<file path="src/design/uba_pkg.sv">
// Shared types and constants for the uniform block allocator.
package uba_pkg;

    localparam int IN_DATA_W  = 144;
    localparam int OUT_DATA_W = 224;
    localparam int ENTRY_W    = 112;

    localparam logic [31:0] SEG_BYTES_RST = 32'd67108864;
    localparam logic [31:0] BLK_BYTES_RST = 32'd65536;
    localparam logic [10:0] LOW_WATER_RST = 11'd16;

    typedef enum logic [1:0] {
        FN_ADD   = 2'd0,
        FN_ALLOC = 2'd1,
        FN_FREE  = 2'd2,
        FN_QUERY = 2'd3
    } func_t;

    typedef enum logic [2:0] {
        ST_OK      = 3'd0,
        ST_DUP     = 3'd1,
        ST_TOO_BIG = 3'd2,
        ST_EMPTY   = 3'd3,
        ST_FULL    = 3'd4
    } status_t;

    typedef enum logic [1:0] {
        CFG_SEG_BYTES = 2'd0,
        CFG_BLK_BYTES = 2'd1,
        CFG_LOW_WATER = 2'd2
    } cfg_idx_t;

    typedef enum logic [1:0] {
        MUL_ROOM,
        MUL_SEG,
        MUL_USED,
        MUL_SUM
    } mul_sel_t;

    typedef enum logic [3:0] {
        S_IDLE,
        S_SCAN_RD,
        S_SCAN_CMP,
        S_ADD_MUL,
        S_ADD_CHK,
        S_PUSH,
        S_ALLOC,
        S_ALLOC_CAP,
        S_FREE,
        S_M1,
        S_M2,
        S_M3,
        S_FIN
    } state_t;

    typedef struct packed {
        logic     take_in;
        logic     scan_rd;
        logic     scan_cmp;
        logic     add_commit;
        logic     push;
        logic     alloc_pop;
        logic     alloc_cap;
        logic     free_push;
        logic     ld_lim;
        logic     ld_tot;
        logic     ld_ub;
        logic     ld_sb;
        logic     load_out;
        logic     set_status;
        status_t  code;
        mul_sel_t mul_sel;
    } cmd_t;

    typedef struct packed {
        logic segc_zero;
        logic scan_last;
        logic dup;
        logic seg_full;
        logic room_short;
        logic push_more;
        logic size_big;
        logic fifo_empty;
        logic fifo_full;
        logic out_free;
    } sts_t;

endpackage

</file>
<file path="src/design/uba_ctrl.sv">
// Controller state machine for the uniform block allocator.
module uba_ctrl import uba_pkg::*; (
    input  logic       clk,
    input  logic       rst_n,
    input  logic       s_axis_tvalid,
    input  logic [1:0] s_axis_tuser,
    output logic       s_axis_tready,
    input  sts_t       sts,
    output cmd_t       cmd
);

    state_t state_reg;
    state_t state_next;
    func_t  in_func;

    assign in_func = func_t'(s_axis_tuser);

    always_ff @(posedge clk or negedge rst_n)
    begin
        if (!rst_n)
        begin
            state_reg <= S_IDLE;
        end
        else
        begin
            state_reg <= state_next;
        end
    end

    always_comb
    begin
        state_next = state_reg;
        unique case (state_reg)
            S_IDLE:
            begin
                if (s_axis_tvalid)
                begin
                    unique case (in_func)
                        FN_ADD:   state_next = sts.segc_zero ? S_ADD_MUL : S_SCAN_RD;
                        FN_ALLOC: state_next = S_ALLOC;
                        FN_FREE:  state_next = S_FREE;
                        FN_QUERY: state_next = S_M1;
                        default:  state_next = S_M1;
                    endcase
                end
            end
            S_SCAN_RD:   state_next = S_SCAN_CMP;
            S_SCAN_CMP:  state_next = sts.scan_last ? S_ADD_MUL : S_SCAN_RD;
            S_ADD_MUL:   state_next = S_ADD_CHK;
            S_ADD_CHK:
            begin
                priority if (sts.dup || sts.seg_full || sts.room_short)
                begin
                    state_next = S_M1;
                end
                else
                begin
                    state_next = S_PUSH;
                end
            end
            S_PUSH:      state_next = sts.push_more ? S_PUSH : S_M1;
            S_ALLOC:
            begin
                priority if (sts.size_big || sts.fifo_empty)
                begin
                    state_next = S_M1;
                end
                else
                begin
                    state_next = S_ALLOC_CAP;
                end
            end
            S_ALLOC_CAP: state_next = S_M1;
            S_FREE:      state_next = S_M1;
            S_M1:        state_next = S_M2;
            S_M2:        state_next = S_M3;
            S_M3:        state_next = S_FIN;
            S_FIN:       state_next = sts.out_free ? S_IDLE : S_FIN;
            default:     state_next = S_IDLE;
        endcase
    end

    always_comb
    begin
        cmd           = '0;
        cmd.code      = ST_OK;
        cmd.mul_sel   = MUL_SEG;
        s_axis_tready = 1'b0;
        unique case (state_reg)
            S_IDLE:
            begin
                s_axis_tready = 1'b1;
                cmd.take_in   = s_axis_tvalid;
            end
            S_SCAN_RD:  cmd.scan_rd = 1'b1;
            S_SCAN_CMP: cmd.scan_cmp = 1'b1;
            S_ADD_MUL:
            begin
                cmd.mul_sel = MUL_ROOM;
                cmd.ld_lim  = 1'b1;
            end
            S_ADD_CHK:
            begin
                priority if (sts.dup)
                begin
                    cmd.set_status = 1'b1;
                    cmd.code       = ST_DUP;
                end
                else if (sts.seg_full || sts.room_short)
                begin
                    cmd.set_status = 1'b1;
                    cmd.code       = ST_FULL;
                end
                else
                begin
                    cmd.add_commit = 1'b1;
                end
            end
            S_PUSH: cmd.push = sts.push_more;
            S_ALLOC:
            begin
                priority if (sts.size_big)
                begin
                    cmd.set_status = 1'b1;
                    cmd.code       = ST_TOO_BIG;
                end
                else if (sts.fifo_empty)
                begin
                    cmd.set_status = 1'b1;
                    cmd.code       = ST_EMPTY;
                end
                else
                begin
                    cmd.alloc_pop = 1'b1;
                end
            end
            S_ALLOC_CAP: cmd.alloc_cap = 1'b1;
            S_FREE:
            begin
                if (sts.fifo_full)
                begin
                    cmd.set_status = 1'b1;
                    cmd.code       = ST_FULL;
                end
                else
                begin
                    cmd.free_push = 1'b1;
                end
            end
            S_M1:
            begin
                cmd.mul_sel = MUL_SEG;
                cmd.ld_tot  = 1'b1;
            end
            S_M2:
            begin
                cmd.mul_sel = MUL_USED;
                cmd.ld_ub   = 1'b1;
            end
            S_M3:
            begin
                cmd.mul_sel = MUL_SUM;
                cmd.ld_sb   = 1'b1;
            end
            S_FIN:   cmd.load_out = sts.out_free;
            default: cmd.take_in = 1'b0;
        endcase
    end

endmodule

</file>
<file path="config.mk">
export PLATFORM = sky130hd
export DESIGN_NAME = uba_ctrl
export DESIGN_NICKNAME = d
export VERILOG_FILES = /design/src/design/uba_pkg.sv /design/src/design/uba_ctrl.sv
export SDC_FILE = /design/constraint.sdc
export NUM_CORES = 1
export LEC_CHECK = 0
export ABC_AREA = 1
export ABC_CLOCK_PERIOD_IN_PS = 1100
export BUFFER_PORTS_ARGS = -buffer_cell sky130_fd_sc_hd__buf_2
export CAP_MARGIN = 20
export CORE_MARGIN = 1
export CORE_UTILIZATION = 36
export DETAILED_ROUTE_END_ITERATION = 8
export PLACE_DENSITY_LB_ADDON = 0.15
export SLEW_MARGIN = 10
export SYNTH_ARGS = -nofsm -noshare
export SYNTH_HDL_FRONTEND = slang
export SYNTH_SLANG_ARGS = --single-unit
</file>
<file path="constraint.sdc">
create_clock -name clk -period 1.1 [get_ports clk]
set_input_delay 0.11 -clock clk [delete_from_list [all_inputs] [get_ports clk]]
set_output_delay 0.11 -clock clk [all_outputs]
set_load 0.05 [all_outputs]
</file>
**Yosys cells after proc, flatten, opt, wreduce, memory -nomap -nowiden**

Index checks and enable logic that the tools add are counted.

- Logic and storage cells: 59
- Latch bits: 0
- Memory bits (writable): 0
- Memories: 0
- Memory bits (read-only): 0
- Bits of input ports: 15
- Flip-flop bits (word level): 4

- Bitwise operators: 0
- Magnitude comparators: 0
- Add/sub/neg operators: 0
- Muxes and demuxes: 35
- $mul: 0
- Eq/ne operators: 16
- Shifts and indexed selects: 0
- Reduce and logical (&&, ||, !) cells: 7
- Divide/modulo/power cells: 0

Operators with widths:

| kind | count |
|---|---|
| $pmux W4 S12 | 1 |
| $mux W4 | 10 |
| $eq A4 B4 Y1 const B | 5 |
| $mux W1 | 19 |
| $eq A4 B3 Y1 const B | 4 |
| $pmux W4 S4 | 1 |
| $pmux W4 S3 | 1 |
| $eq A4 B2 Y1 const B | 2 |
| $pmux W2 S3 | 1 |
| $eq A2 B2 Y1 const B | 2 |
| $eq A4 B1 Y1 const B | 1 |
| $logic_not A4 Y1 | 1 |
| $logic_or A1 B1 Y1 | 4 |
| $mux W2 | 2 |
| $eq A2 B1 Y1 const B | 1 |
| $logic_not A2 Y1 | 1 |
| $ne A2 B2 Y1 const B | 1 |
| $reduce_or A2 Y1 | 1 |

**Logic depth before layout (Yosys ltp)**

Gate-level depths: netlist of the first run.

- Word-level depth: 4
- Gate-level depth with buffers: 9
- Mapped depth without buffers: 9

**Least setup slack after synthesis of the first run**

No wires, ideal clock.

- Kind: register to output
- Start point: reg state_reg[1]
- End point: out cmd[0] in the netlist's numbering
- Cell stages (with the launch flop): 6
- Path slack: -1.032 ns
- Path buffers: 0
- Arrival time: 2.022 ns
- Data required time: 0.990 ns
- Path through: dfrtp_1 > inv_2 > nor2_4 > nand2_2 > inv_1 > o21ai_0

RTL lines:

| what | RTL line | source |
|---|---|---|
| start: declaration | uba_ctrl.sv:12 | `state_t state_reg;` |
| start signal: assignment | uba_ctrl.sv:26 | `state_reg <= state_next;` |
| end: declaration | uba_ctrl.sv:9 | `output cmd_t cmd` |

==> results by group, run 1 <==
Pwr
  • Flop pwr share: 0.100
  • Clock power frac: 0.061
  • Sw frac: 0.585
  • Cell internal pwr: 0.00164 W
  • Leak: 0.763 nW
  • Combinational group share of total power: 0.839
  • PwrDens: 2670 nW/um2
  • Maximum vdd drop: 2.21 mV
  • Net Switching: 0.00232 W
  • Final Power: between 0.003 and 0.004 W

Worst setup path
  • Crit Path Category: flip-flop to output port
  • Critical Path Sink Type: output port
  • R2R Setup Slk: -0.46 ns
  • Worst R2R End: state_reg[3]$_DFFE_PN0P_
  • Reg2reg start: state_reg[1]$_DFFE_PN0P_
  • CP required: 0.99 ns
  • Crit path max fanout: 5
  • Arrival @ worst endpoint: 1.52 ns
  • Critical Path Source: state_reg[0]$_DFFE_PN0P_
  • Startpoint Class: flip-flop
  • Worst R2R Path Depth: 10

STA
  • FMAX: 612 MHz
  • Fin. max-slew vios: 0
  • RSZ-0062 raised after global routing: yes
  • Setup violators final: 24
  • Max-slew headroom: 0.810
  • Final period utilization: 1.49
  • Final-report hold violation count: 0
  • Worst-Margin Slew: roughly 0.28 ns
  • Clk_skew: 0.0150 ns
  • Setup ws final: -0.535 ns
  • Post-layout min period: ~1.6 ns

Synth
  • YS warnings: 0
  • Gate count of the mapped netlist: 106
  • Syn_nets: 125
  • Synth cell types: 18
  • Syn avg cell area: 5.68 um2
  • Register area share after synthesis: 0.166
  • Synth Register Bits: 4
  • Mapped Area: 602 um2

Run status
  • Violated checks: setup timing
  • Status: finished, violations left

Die
  • Initial core utilization: 0.390
  • Die X-Extent: 42.9 um
  • # rows: 14
  • Ports: 35
  • Core area: 1540 um2
  • Die area: roughly 1800 um2
  • Chip Height: 42.9 um

Drt
  • Detail Route Antenna Nets: 0
  • Vias: 1092
  • Post-route DRC: 0
  • Initial DRC count: 50
  • Router iterations before antenna repair: 5
  • Wirelength per Cell: just over 20 um
  • Final wirelength: 3820 um
  • Vias per cell: 5.84

CTS
  • Later-pin clock latency in the skew report: 0.27 ns
  • Max H-tree Level: 1
  • Clock buffer depth: 2
  • CTS buffer count: 3
  • Clk pin slew, worst setup/hold paths: roughly 0.060 ns
  • CTS tree: done
  • CTS sink cnt: 4
  • Clock root buffer: clkbuf_4

Finish
  • Non-Filler Instances: 187
  • Area grow syn2layout: 147%
  • Fin util: 0.963
  • Commonest non-fill, non-tap cells in the layout: 20 x buf_6, 15 x buf_4, 14 x buf_2, 13 x nor2_4, 13 x nand2_1
  • Antenna diode count: 0
  • Most common cell after layout, fill and taps aside: buf_6
  • Nets: roughly 190
  • Share of cells above drive strength 1: 0.731
  • Max reg flops: 4

Min path
  • Worst Hold Endpoint: state_reg[1]$_DFFE_PN0P_
  • Hold_sp: s_axis_tvalid
  • Type of the worst min-delay path: input pin to flip-flop
  • Hold Path Stages: 3

Run
  • Maxcap violations: 0

Global route
  • First-pass GRT wire length: 4280 um
  • Largest net degree at the start of global routing: 7
  • Vias in the first global route: 993
  • Initial antenna violation count: 0
  • Tot GR Track Use: 0.314
  • Total gr overflow: 0

Place
  • Routability cong.: 0.811
  • Post-Place Setup Slack: -0.304 ns
  • IO buf count: 34
  • Placed Cells: 169
  • Dpl hpwl: 1500 um
cell usage after synthesis:
| master | n | area share |
|---|---|---|
| o211ai_1 | 1 | 0.012 |
| nand3b_1 | 2 | 0.025 |
| nor2_4 | 3 | 0.056 |
| nor2_2 | 6 | 0.062 |
| o21ai_0 | 3 | 0.025 |
| a21oi_1 | 1 | 0.0083 |
| dfrtp_1 | 4 | 0.17 |
| ha_1 | 4 | 0.083 |
| nand2_1 | 27 | 0.17 |
| inv_2 | 5 | 0.031 |
| inv_1 | 20 | 0.12 |
| nand2_2 | 4 | 0.042 |
| o31ai_1 | 1 | 0.012 |
| nor3_1 | 3 | 0.025 |
| nor2_1 | 17 | 0.11 |
| nand3_1 | 3 | 0.025 |
| o32ai_1 | 1 | 0.015 |
| o21bai_1 | 1 | 0.012 |
power by group through the flow:
stage	logic, W	registers [W]	clock network [W]
after detailed placement	0.00200	0.000318	0
final	0.00333	0.000395	0.000242
after CTS	0.00268	0.000339	0.000195
after global routing	0.00344	0.000394	0.000241
after global placement	0.00197	0.000310	0
after floorplan	0.00149	0.000311	0
stage by stage:
| step | hold WS [ns] | setup TNS, ns | cell area, um2 |
|---|---|---|---|
| 6_report | 0.158 | -10.72 | 1480 |
| 5_1_grt | 0.180 | -11.23 | 1480 |
| 3_5_place_dp | -0.0827 | -4.63 | 986 |
| 3_3_place_gp | -0.0853 | -3.85 | 986 |
| 4_1_cts | 0.179 | -8.03 | 1340 |
| 2_1_floorplan | -0.186 | -2.62 | 698 |
cells by family (layout without fill, tap and decap cells):
group	Yosys count	count (layout)	synth area share
compound gates	8	8	0.0852
fa+ha+maj	4	4	0.0832
buf+inv	25	90	0.156
flops	4	4	0.166
simple gates	65	65	0.509
per-layer routing:
layer / part of all wire / up-vias / routed length [um] / GRT usage
met5: 0 / - / 0 / 0
met4: 0.083 / 0 / 316 / 0.181
met3: 0.073 / 51 / 278 / 0.0383
met2: 0.51 / 97 / 1930 / 0.597
met1: 0.34 / 495 / 1290 / 0.320
li1: - / 449 / - / -
cell type report:
| type | count | area (um2) |
|---|---|---|
| multi-input combinational | 77 | 619 |
| timing repair buffer | 61 | 583 |
| inverter | 25 | 130 |
| sequential | 4 | 105 |
| fill | 33 | 57.6 |
| clock buffer | 4 | 26.3 |
| tap | 16 | 20.0 |
worst max-delay path by stage:
stage	cells past startpoint	endpoint	slack, ns
2_1_floorplan	4	cmd[5]	-0.52
3_3_place_gp	5	cmd[5]	-0.25
3_5_place_dp	6	cmd[4]	-0.30
4_1_cts	4	cmd[5]	-0.46
5_1_grt	4	cmd[5]	-0.55
6_report	6	cmd[4]	-0.53
critical path, cell delays in order (launching register included):
cell and delay [ns]:
dfrtp_2 0.48, inv_2 0.11, nand2_4 0.07, nor2_4 0.13
inv_4 0.07, o31ai_4 0.19, buf_6 0.19
repair_timing:
action                                 in CTS  in global routing
cloned                                      0                  0
buffers inserted                            9                  9
setup endpoints to repair                  24                 24
hold buffers                                1                  0
endpoints found under the hold margin       4                  0
pin swaps                                  16                 18
gates resized for setup                    80                 31
Power figures use the tool's default switching activity.
==> run 2, diff against run 1 <==
Settings changed: CORE_MARGIN 1 to unset, RECOVER_POWER set to 50.
==> run 2 against run 1 <==
  * The flow still finishes with violations (setup timing)
  * Core utilization fell by 0.081 points
  * First-iteration DRC count did not move
  * Final cell count did not move
  * Via count did not move
  * Die area did not move
  * Register-to-register slack barely moved
  * Worst hold slack did not move
  * Non-clock buffer count did not move
  * Critical path type unchanged
  * Critical endpoint unchanged
  * Highest routed layer unchanged
==> results by group, run 2 (same netlist as run 1, synthesis figures left out) <==
STA
  • Fin. max-slew vios: 0 (unchanged)
  • FMAX: 612 MHz (unchanged)
  • Post-layout min period: 1.63 ns (unchanged)
  • Worst-Margin Slew: 0.284 ns (unchanged)
  • RSZ-0062 raised after global routing: yes
  • Final period utilization: 1.49 (unchanged)
  • Final-report hold violation count: 0 (unchanged)
  • Setup ws final: -0.535 ns (unchanged)
  • Max-slew headroom: 0.810 (unchanged)
  • Setup violators final: 24 (unchanged)
  • Clk_skew: 0.0150 ns (+0.0000457 ns)
  • Total Neg Setup Slack: -10.72 ns (+0.000800 ns)

Worst setup path
  • Arrival @ worst endpoint: 1.52 ns (about the same)
  • Startpoint Class: flip-flop
  • Worst R2R End: state_reg[3]$_DFFE_PN0P_
  • Crit path max fanout: 5 (unchanged)
  • Crit Path Category: flip-flop to output port
  • Critical Path Sink Type: output port
  • Crit-path leading delay family: flip-flops
  • Reg2reg start: state_reg[1]$_DFFE_PN0P_
  • CP max-delay cell: dfrtp_2
  • CP max stage delay: 0.48 ns (about the same)
  • Buffer and inverter count on the worst path: 3 (unchanged)
  • Critical path depth: 6 (unchanged)
  • CP required: 0.99 ns (about the same)
  • R2R Setup Slk: -0.46 ns (about the same)
  • Cells along the critical path: inv_2 > nand2_4 > nor2_4 > inv_4 > o31ai_4 > buf_6
  • Worst R2R Path Depth: 10 (unchanged)

Min path
  • Worst Hold Endpoint: state_reg[1]$_DFFE_PN0P_
  • Hold Path Stages: 3 (unchanged)
  • Type of the worst min-delay path: input pin to flip-flop
  • Hold_sp: s_axis_tvalid

Pwr
  • Leak: 0.760 nW (-0.36%)
  • Clock power frac: 0.061 (about the same)
  • Flop pwr share: 0.100 (about the same)
  • Sw frac: 0.586 (about the same)
  • PwrDens: 2670 nW/um2 (about the same)
  • Cell internal pwr: 0.00164 W (about the same)
  • Combinational group share of total power: 0.839 (about the same)
  • Maximum vdd drop: 2.21 mV (about the same)
  • Net Switching: 0.00232 W (about the same)

Global route
  • First-pass GRT wire length: 4280 um (unchanged)
  • Largest net degree at the start of global routing: 7 (unchanged)
  • Tot GR Track Use: 0.314 (unchanged)
  • Total gr overflow: 0 (unchanged)
  • Vias in the first global route: 993 (unchanged)
  • Initial antenna violation count: 0 (unchanged)

Finish
  • Commonest non-fill, non-tap cells in the layout: 20 x buf_6, 15 x buf_4, 13 x nor2_4, 13 x nand2_1, 13 x buf_2
  • Antenna diode count: 0 (unchanged)
  • Non-Filler Instances: 187 (unchanged)
  • Design area: 1480 um2 (about the same)
  • Area occupied by multi-input gates: 619 um2 (unchanged)
  • Nets: 191 (unchanged)
  • Max reg flops: 4 (unchanged)
  • Fin util: 0.962 (about the same)
  • Reg area: 105 um2 (unchanged)
  • Share of cells above drive strength 1: 0.725 (-0.00585)
  • Filler cells: 34 (+3.0%)
  • Area grow syn2layout: 146% (about the same)
  • Most common cell after layout, fill and taps aside: buf_6

CTS
  • CTS buffer count: 3 (unchanged)
  • Clock root buffer: clkbuf_4
  • Later-pin clock latency in the skew report: 0.27 ns (about the same)
  • CTS sink cnt: 4 (unchanged)
  • Max H-tree Level: 1 (unchanged)
  • CTS tree: done
  • Clock buffer depth: 2 (unchanged)
  • Clk pin slew, worst setup/hold paths: 0.06 ns (about the same)

Drt
  • Detail Route Antenna Nets: 0 (unchanged)
  • Final wirelength: 3820 um (about the same)
  • Post-route DRC: 0 (unchanged)
  • Vias per cell: 5.84 (unchanged)
  • Initial DRC count: 50 (unchanged)
  • Vias: 1092 (unchanged)
  • Wirelength per Cell: 20.4 um (about the same)
  • Router iterations before antenna repair: 5 (unchanged)

Die
  • # rows: 14 (unchanged)
  • Die area: 1840 um2 (unchanged)
  • Ports: 35 (unchanged)
  • Core area: 1540 um2 (unchanged)
  • Die X-Extent: 42.9 um (unchanged)
  • Chip Height: 42.9 um (unchanged)
  • Initial core utilization: 0.390 (unchanged)

Place
  • Routability cong.: 0.811 (unchanged)
  • Post-Place Setup Slack: -0.304 ns (unchanged)
  • Dpl hpwl: 1500 um (unchanged)
  • DP Area: 986 um2 (unchanged)
  • Placed Cells: 169 (unchanged)
  • IO buf count: 34 (unchanged)

Run status
  • Status: finished, violations left
  • Violated checks: setup timing

Run
  • Maxcap violations: 0 (unchanged)
-- run 2: repair_timing --
item	4_1_cts	5_1_grt
hold endpoints to repair	4	0
gates resized for setup	80	31
buffers inserted	9	9
pin swaps	16	18
hold buffers	1	0
setup endpoints to repair	24	24
-- run 2: worst max path at each step --
stage | from | to
after floorplan | state_reg[2]$_DFFE_PN0P_ | cmd[5]
after detailed placement | state_reg[3]$_DFFE_PN0P_ | cmd[4]
final | state_reg[0]$_DFFE_PN0P_ | cmd[4]
after global routing | state_reg[1]$_DFFE_PN0P_ | cmd[5]
after global placement | state_reg[3]$_DFFE_PN0P_ | cmd[5]
after CTS | state_reg[0]$_DFFE_PN0P_ | cmd[5]
-- run 2: stage by stage --
step	power, W	hold WS [ns]
5_1_grt	0.00408	0.180
4_1_cts	0.00321	0.179
2_1_floorplan	0.00180	-0.186
6_report	0.00396	0.158
3_3_place_gp	0.00228	-0.0853
3_5_place_dp	0.00232	-0.0827
-- run 2: layout make-up --
type	count	share of cell area
repair buffers	61	0.392
flip-flops and latches	4	0.0709
well taps	16	0.0135
clock buffers	4	0.0177
multi-input cells	77	0.418
inverters	25	0.0878
-- run 2: power by group through the flow --
stage,combinational (W),clock [W],sequential (W)
final,0.00333,0.000242,0.000395
after global routing,0.00344,0.000241,0.000394
after CTS,0.00268,0.000195,0.000339
after detailed placement,0.00200,0,0.000318
after global placement,0.00197,0,0.000310
after floorplan,0.00149,0,0.000311
-- run 2: worst reg2reg max path, delay by kind of cell (launching register included) --
kind / cells / cell delay, ns
simple gates: 7 / 0.61
flops: 1 / 0.46
buf+inv: 3 / 0.34
-- run 2: metal layers --
metal | up-vias | global-route usage | wire length (um)
met2 | 97 | 0.597 | 1930
met3 | 51 | 0.0383 | 278
li1 | 449 | - | -
met1 | 495 | 0.320 | 1290
met5 | - | 0 | 0
met4 | 0 | 0.181 | 316
